==> src/design/trs_pkg.sv <==
// Package for the tagged record search block.
// Holds the parse phases, result status codes, register indexes and tag constants.
// No dependencies.
`default_nettype none

package trs_pkg;

  localparam int AREA_BYTES = 4096;
  localparam int OFF_W      = 17;
  localparam int NEXT_W     = OFF_W + 1;

  localparam logic [31:0] TAG_HEAD = 32'h4441_4548;
  localparam logic [31:0] TAG_CHKS = 32'h5348_4B43;

  localparam logic [NEXT_W-1:0] AREA_END = NEXT_W'(AREA_BYTES);

  typedef enum logic [0:0] {
    REG_WANTED_ID   = 1'b0,
    REG_WANTED_SIZE = 1'b1
  } reg_index_t;

  typedef enum logic [2:0] {
    PH_IDLE   = 3'd0,
    PH_HEADER = 3'd1,
    PH_IDENT  = 3'd2,
    PH_LENGTH = 3'd3,
    PH_COPY   = 3'd4,
    PH_SKIP   = 3'd5,
    PH_PAD    = 3'd6,
    PH_DONE   = 3'd7
  } phase_t;

  typedef enum logic [2:0] {
    ST_DATA          = 3'd0,
    ST_FOUND         = 3'd1,
    ST_NO_HEADER     = 3'd2,
    ST_SIZE_MISMATCH = 3'd3,
    ST_CHECKSUM      = 3'd4,
    ST_END_AREA      = 3'd5
  } status_t;

  typedef struct packed {
    status_t     status;
    logic [7:0]  data_byte;
    logic        last;
  } result_t;

endpackage

`default_nettype wire

==> src/design/tagged_record_search_core.sv <==
// Tagged record search core: walks a tagged configuration image byte by byte and
// returns the data of the wanted record. Depends on trs_pkg.
//
// The block takes one image byte per clock cycle while in_stall is low and gives
// at most one result per byte. Each accepted byte updates the offset, tag, length
// and down counters, and its result goes into the output register, backed by a
// one-entry skid stage, so a stalled consumer does not stall the input until both
// are full. A byte with in_image_start high restarts the search in any phase;
// bytes that arrive before a start or after the search has ended are consumed
// without a result. Write wanted_id and wanted_size only while no transaction is
// in flight.
`default_nettype none

module tagged_record_search_core
  import trs_pkg::*;
(
  input  wire logic        clk,
  input  wire logic        rst_n,
  input  wire logic        cfg_we,
  input  wire logic [0:0]  cfg_index,
  input  wire logic [31:0] cfg_data,
  input  wire logic        in_valid,
  output logic             in_stall,
  input  wire logic [7:0]  in_image_byte,
  input  wire logic        in_image_start,
  output logic             out_valid,
  input  wire logic        out_stall,
  output logic [2:0]       out_status,
  output logic [7:0]       out_data_byte,
  output logic             out_last
);

  logic [31:0]      wanted_id_r;
  logic [14:0]      wanted_size_r;

  phase_t           phase_r, phase_nxt;
  logic [OFF_W-1:0] offset_r, offset_nxt;
  logic [31:0]      ident_r, ident_nxt;
  logic [15:0]      length_r, length_nxt;
  logic [15:0]      left_r, left_nxt;

  logic             out_vld_r;
  result_t          out_r;
  logic             skid_vld_r;
  result_t          skid_r;

  logic             accept;
  logic             out_free;
  logic             res_vld;
  result_t          res;

  phase_t           cur_phase;
  logic [OFF_W-1:0] cur_off;
  logic [31:0]      cur_ident;
  logic [15:0]      cur_len;
  logic [15:0]      cur_left;
  logic [NEXT_W-1:0] next_off;
  logic [3:0]       lo;
  logic             next_aligned;
  logic             end_hit;
  logic [31:0]      byte_shift;
  logic [31:0]      ident_or;
  logic [15:0]      len_low;
  logic [15:0]      left_dec;

  assign in_stall = skid_vld_r;
  assign accept   = in_valid && !in_stall;
  assign out_free = !out_vld_r || !out_stall;

  always_ff @(posedge clk) begin
    if (!rst_n) begin
      wanted_id_r   <= '0;
      wanted_size_r <= '0;
    end else if (cfg_we) begin
      case (reg_index_t'(cfg_index))
        REG_WANTED_ID:   wanted_id_r   <= cfg_data;
        REG_WANTED_SIZE: wanted_size_r <= cfg_data[14:0];
        default: ;
      endcase
    end
  end

  always_comb begin
    cur_phase = in_image_start ? PH_HEADER : phase_r;
    cur_off   = in_image_start ? '0 : offset_r;
    cur_ident = in_image_start ? '0 : ident_r;
    cur_len   = in_image_start ? '0 : length_r;
    cur_left  = in_image_start ? '0 : left_r;

    next_off     = {1'b0, cur_off} + NEXT_W'(1);
    lo           = cur_off[3:0];
    next_aligned = (next_off[3:0] == 4'd0);
    end_hit      = (next_off >= AREA_END);
    byte_shift   = {24'd0, in_image_byte} << {lo[1:0], 3'b000};
    ident_or     = cur_ident | byte_shift;
    len_low      = {cur_len[15:8], in_image_byte};
    left_dec     = cur_left - 16'd1;

    phase_nxt  = cur_phase;
    offset_nxt = cur_off;
    ident_nxt  = cur_ident;
    length_nxt = cur_len;
    left_nxt   = cur_left;
    res_vld    = 1'b0;
    res        = '{status: ST_DATA, data_byte: 8'd0, last: 1'b0};

    case (cur_phase)
      PH_HEADER: begin
        if (lo < 4'd4) begin
          ident_nxt = ident_or;
        end
        if (lo == 4'd3 && ident_or != TAG_HEAD) begin
          res_vld = 1'b1;
          res     = '{status: ST_NO_HEADER, data_byte: 8'd0, last: 1'b1};
        end else if (lo == 4'd15) begin
          if (end_hit) begin
            res_vld = 1'b1;
            res     = '{status: ST_END_AREA, data_byte: 8'd0, last: 1'b1};
          end else begin
            offset_nxt = next_off[OFF_W-1:0];
            ident_nxt  = '0;
            phase_nxt  = PH_IDENT;
          end
        end else begin
          offset_nxt = next_off[OFF_W-1:0];
        end
      end
      PH_IDENT: begin
        ident_nxt  = ident_or;
        offset_nxt = next_off[OFF_W-1:0];
        if (lo[1:0] == 2'd3) begin
          if (ident_or != wanted_id_r && ident_or == TAG_CHKS) begin
            res_vld = 1'b1;
            res     = '{status: ST_CHECKSUM, data_byte: 8'd0, last: 1'b1};
          end else begin
            phase_nxt = PH_LENGTH;
          end
        end
      end
      PH_LENGTH: begin
        offset_nxt = next_off[OFF_W-1:0];
        if (lo == 4'd4) begin
          length_nxt = {in_image_byte, 8'd0};
        end else begin
          length_nxt = len_low;
          if (cur_ident == wanted_id_r) begin
            if (len_low != {1'b0, wanted_size_r}) begin
              res_vld = 1'b1;
              res     = '{status: ST_SIZE_MISMATCH, data_byte: 8'd0, last: 1'b1};
            end else if (len_low == 16'd0) begin
              res_vld = 1'b1;
              res     = '{status: ST_FOUND, data_byte: 8'd0, last: 1'b1};
            end else begin
              left_nxt  = len_low;
              phase_nxt = PH_COPY;
            end
          end else if (len_low == 16'd0) begin
            phase_nxt = PH_PAD;
          end else begin
            left_nxt  = len_low;
            phase_nxt = PH_SKIP;
          end
        end
      end
      PH_COPY: begin
        offset_nxt = next_off[OFF_W-1:0];
        left_nxt   = left_dec;
        res_vld    = 1'b1;
        if (left_dec == 16'd0) begin
          res = '{status: ST_FOUND, data_byte: in_image_byte, last: 1'b1};
        end else begin
          res = '{status: ST_DATA, data_byte: in_image_byte, last: 1'b0};
        end
      end
      PH_SKIP: begin
        left_nxt = left_dec;
        if (left_dec == 16'd0 && next_aligned) begin
          if (end_hit) begin
            res_vld = 1'b1;
            res     = '{status: ST_END_AREA, data_byte: 8'd0, last: 1'b1};
          end else begin
            offset_nxt = next_off[OFF_W-1:0];
            ident_nxt  = '0;
            phase_nxt  = PH_IDENT;
          end
        end else begin
          offset_nxt = next_off[OFF_W-1:0];
          if (left_dec == 16'd0) begin
            phase_nxt = PH_PAD;
          end
        end
      end
      PH_PAD: begin
        if (next_aligned) begin
          if (end_hit) begin
            res_vld = 1'b1;
            res     = '{status: ST_END_AREA, data_byte: 8'd0, last: 1'b1};
          end else begin
            offset_nxt = next_off[OFF_W-1:0];
            ident_nxt  = '0;
            phase_nxt  = PH_IDENT;
          end
        end else begin
          offset_nxt = next_off[OFF_W-1:0];
        end
      end
      default: ;
    endcase

    if (res_vld && res.last) begin
      phase_nxt = PH_DONE;
    end
  end

  always_ff @(posedge clk) begin
    if (!rst_n) begin
      phase_r  <= PH_IDLE;
      offset_r <= '0;
      ident_r  <= '0;
      length_r <= '0;
      left_r   <= '0;
    end else if (accept) begin
      phase_r  <= phase_nxt;
      offset_r <= offset_nxt;
      ident_r  <= ident_nxt;
      length_r <= length_nxt;
      left_r   <= left_nxt;
    end
  end

  // Drain skid first to keep transaction order.
  always_ff @(posedge clk) begin
    if (!rst_n) begin
      out_vld_r  <= 1'b0;
      skid_vld_r <= 1'b0;
    end else if (out_free) begin
      if (skid_vld_r) begin
        out_vld_r  <= 1'b1;
        skid_vld_r <= 1'b0;
      end else begin
        out_vld_r <= accept && res_vld;
      end
    end else if (accept && res_vld) begin
      skid_vld_r <= 1'b1;
    end
  end

  always_ff @(posedge clk) begin
    if (out_free) begin
      out_r <= skid_vld_r ? skid_r : res;
    end else if (accept && res_vld) begin
      skid_r <= res;
    end
  end

  assign out_valid     = out_vld_r;
  assign out_status    = out_r.status;
  assign out_data_byte = out_r.data_byte;
  assign out_last      = out_r.last;

endmodule

`default_nettype wire

==> config.mk <==
export PLATFORM = sky130hd
export DESIGN_NAME = tagged_record_search_core
export DESIGN_NICKNAME = d
export VERILOG_FILES = /design/src/design/trs_pkg.sv /design/src/design/tagged_record_search_core.sv
export SDC_FILE = /design/constraint.sdc
export NUM_CORES = 1
export LEC_CHECK = 0
export ABC_AREA = 0
export BUFFER_PORTS_ARGS = -buffer_cell sky130_fd_sc_hd__clkbuf_2
export CORE_UTILIZATION = 49
export CTS_CLUSTER_SIZE = 16
export DETAILED_ROUTE_END_ITERATION = 8
export PLACE_DENSITY = 0.74
export SLEW_MARGIN = 20
export SYNTH_ARGS = -nofsm -noshare
export SYNTH_HDL_FRONTEND = slang
export SYNTH_SLANG_ARGS = --single-unit
==> constraint.sdc <==
create_clock -name clk -period 7.3 [get_ports clk]
set_clock_uncertainty 0.05 [all_clocks]
set_input_delay 0.365 -clock clk [delete_from_list [all_inputs] [get_ports clk]]
set_output_delay 0.365 -clock clk [all_outputs]
set_load 0.01 [all_outputs]
==> flow_metrics.tcl <==
set metrics [dict create \
    drt_iter0_drc 1288 \
    diodes 0 \
    worstSetupPathType "input port to register" \
    grt_pass1_vias 9643 \
    synth_most_common_cell "nand2_1" \
    wire_per_inst_um 20.8 \
    core-area_sq_um 20300 \
    dpl.hpwl_um 22800 \
    cap_violations 0 \
    synth_seq_area_share_pct 31.7 \
    reg2reg_from "offset_r[0]" \
    finalCritPeriodShare_pct 62.3 \
    cp.required_ps 7300 \
    synth_xor_area_share_pct 6.12 \
    synthToLayoutAreaGrowth_pct 9.81 \
    num_rows 52 \
    synthArstFlopShare_pct 0 \
    numCtsBuffers 17 \
    synth_top_family_by_area "simple AND/OR/NAND/NOR gates" \
    worstHoldPathType "input port to register" \
    vdd_ir_drop_max_v 0.000154 \
    synth_fa_ha_area_share_pct 0.616 \
    cp-end-kind "register" \
    hold_viol 0 \
    postCtsHoldBufs 0 \
    critPathArrivalTime_ps 4550 \
    worst_pin_slew_ps 1180 \
    setup_viol 0 \
    p_leak_nw 4.01 \
    die_h_um 146 \
    tns_ps 0 \
    synthesis.area_sq_um 10200 \
    yosys.area_share.simple_pct 28.7 \
    htree_levels 4 \
    ys_types 91 \
    syn-num-nets 1376 \
    period_needed_ps 4550 \
    min_from "cfg_data[19]" \
    grt_remaining_overflow 0 \
    synth.mux.area_fraction_pct 2.04 \
    cts_tree "built" \
    fin_util_pct 54.9 \
    cts_root_buf "clkbuf_16" \
    grt_setup_unrepaired "no" \
    clockBufferDepth 2 \
    io_pins 61 \
    antenna_found_initial 0 \
    power-per-cell-area_nw_per_um2 193 \
    syn_inst 1324 \
    gp_congestion 0.952 \
    yosys_warnings 0 \
    drc 0 \
    worst_setup_path_start_kind "input port" \
    synth_area_leaders "dfxtp_1 25%, nand2_1 7.2%, edfxtp_1 7.1%" \
    synth.avg_cell_area_sq_um 7.67 \
    cp-startpoint "in_image_start" \
    synth_top_cell_by_area "dfxtp_1" \
    nets 1378 \
    cts_num_sinks 149 \
    numPortBuffers 60 \
    drv_slew 0 \
    finalPower_mw 2.15 \
    dieWidth_um 146 \
    num_vias 10500 \
    drt-total-wl_um 33400 \
    ctsResizeCount 0 \
    grt_pass1_wl_um 52600 \
    status "complete, no violations" \
    synth-edff-count 24 \
    fmax_mhz 220 \
    start_util_pct 50.0 \
    dieArea_sq_um 21300 \
    synth_compound_area_share_pct 25.8 \
    track_usage_pct 31.2 \
    relSlewSlack_pct 20.7 \
    first_pass_iters 6 \
    viasPerCell 6.50 \
    ys_ff_latch 149 \
    clock_latency_ps 440 \
    grt_max_degree 101 \
    drtAntennaViolNets 0 \
    synthTopCellsByCount "196 x nand2_1, 125 x dfxtp_1, 122 x nor2_1" \
    fill_cells 1969 \
    drive_above_1_share_pct 11.7 \
    synthFlopType "dfxtp_1" \
    critPathMaxFanout 100 \
    holdWs_ps 90.4 \
    postCtsSetupBuffers 0 \
    yosysTopAreaCellShare_pct 24.6 \
    clk_pin_slew_ps 70 \
]
critical path: stages:
cell	delay [ps]
buf_4	270
buf_4	790
nor2b_1	200
ha_1	400
and4b_1	330
nand2_2	140
nor3_1	70
xnor2_1	300
or3_1	370
o221ai_1	210
nand2_1	160
o21ai_0	100
nor2_1	750
layout make-up:
cell class	count	area [sq um]	share of cell area [%]
clock buffer	17	425	3.81
clock inverter	15	209	1.87
inverter	23	86.3	0.774
multi-input combinational	1058	6440	57.8
sequential	149	3220	28.9
tap	270	338	3.03
timing repair buffer	77	430	3.86
through the flow:
step,area (sq um),worst slack [ps],instances
final,11200,2750,1609
after global routing,11200,2450,1609
after CTS,11100,2900,1608
after detailed placement,10500,2460,1576
after global placement,10500,2560,1576
after floorplan,10200,2780,1324
layout by cell type (no fill, tap or decap), drive strengths merged, types with 7 or more instances in the layout:
cell type / Yosys / final
a211oi: 11 / 11
and2: 15 / 15
a31oi: 14 / 14
a21boi: 10 / 10
buf: 32 / 18
a21oi: 120 / 120
nor3: 31 / 31
nor2: 124 / 124
nor2b: 27 / 27
clkbuf: 62 / 76
dfxtp: 125 / 125
mux2: 14 / 14
nor4: 16 / 16
nand2b: 21 / 21
nand4: 32 / 32
nor4bb: 11 / 11
nand3: 26 / 26
edfxtp: 24 / 24
o211ai: 9 / 9
nand3b: 28 / 28
a21o: 8 / 8
o31ai: 12 / 12
nand2: 198 / 198
a32o: 9 / 9
xor2: 32 / 32
a32oi: 14 / 14
o2bb2ai: 7 / 7
inv: 21 / 32
o32a: 9 / 9
o21a: 19 / 19
xnor2: 39 / 39
o21ai: 83 / 83
a22oi: 9 / 9
path summary, 6_finish.rpt:
kind / cells past startpoint / to / slack, ps
max: 13 / skid_r[6] / 2750
min: 3 / wanted_id_r[19] / 90
max reg2reg: 13 / skid_r[6] / 2970
min reg2reg: 2 / wanted_size_r[0] / 420
metal layers:
metal | track usage (%) | vias up | share of wire [%]
met3 | 6.71 | 121 | 10
li1 | - | 4840 | -
met4 | 15.2 | 0 | 4.3
met5 | 0 | - | 0
met2 | 48.7 | 611 | 44
met1 | 41.0 | 4888 | 41
registers in the layout (all words and copies together), names as in the netlist:
| signal | cells |
|---|---|
| out_data_byte | 8 |
| skid_r | 12 |
| ident_r | 32 |
| wanted_id_r | 32 |
| in_stall | 1 |
| out_status | 3 |
| length_r | 8 |
| left_r | 16 |
| offset_r | 17 |
| wanted_size_r | 15 |
| out_last | 1 |
| phase_r | 3 |
| out_valid | 1 |
report_power, final:
part,switching [mW],internal [mW],leakage [nW]
Clock,0.406,0.556,0.314
Combinational,0.197,0.106,2.44
Sequential,0.0333,0.852,1.25
cell families (layout without fill, tap and decap cells):
family	after synthesis	in the layout
adders and majority gates	5	5
xor gates and xnor gates	71	71
buffers and inverters	117	132
muxes	19	19
and+or+nand+nor	569	569
DFF	149	149
AOI/OAI and AO/OA	394	394
(Power assumes the default switching activity.)
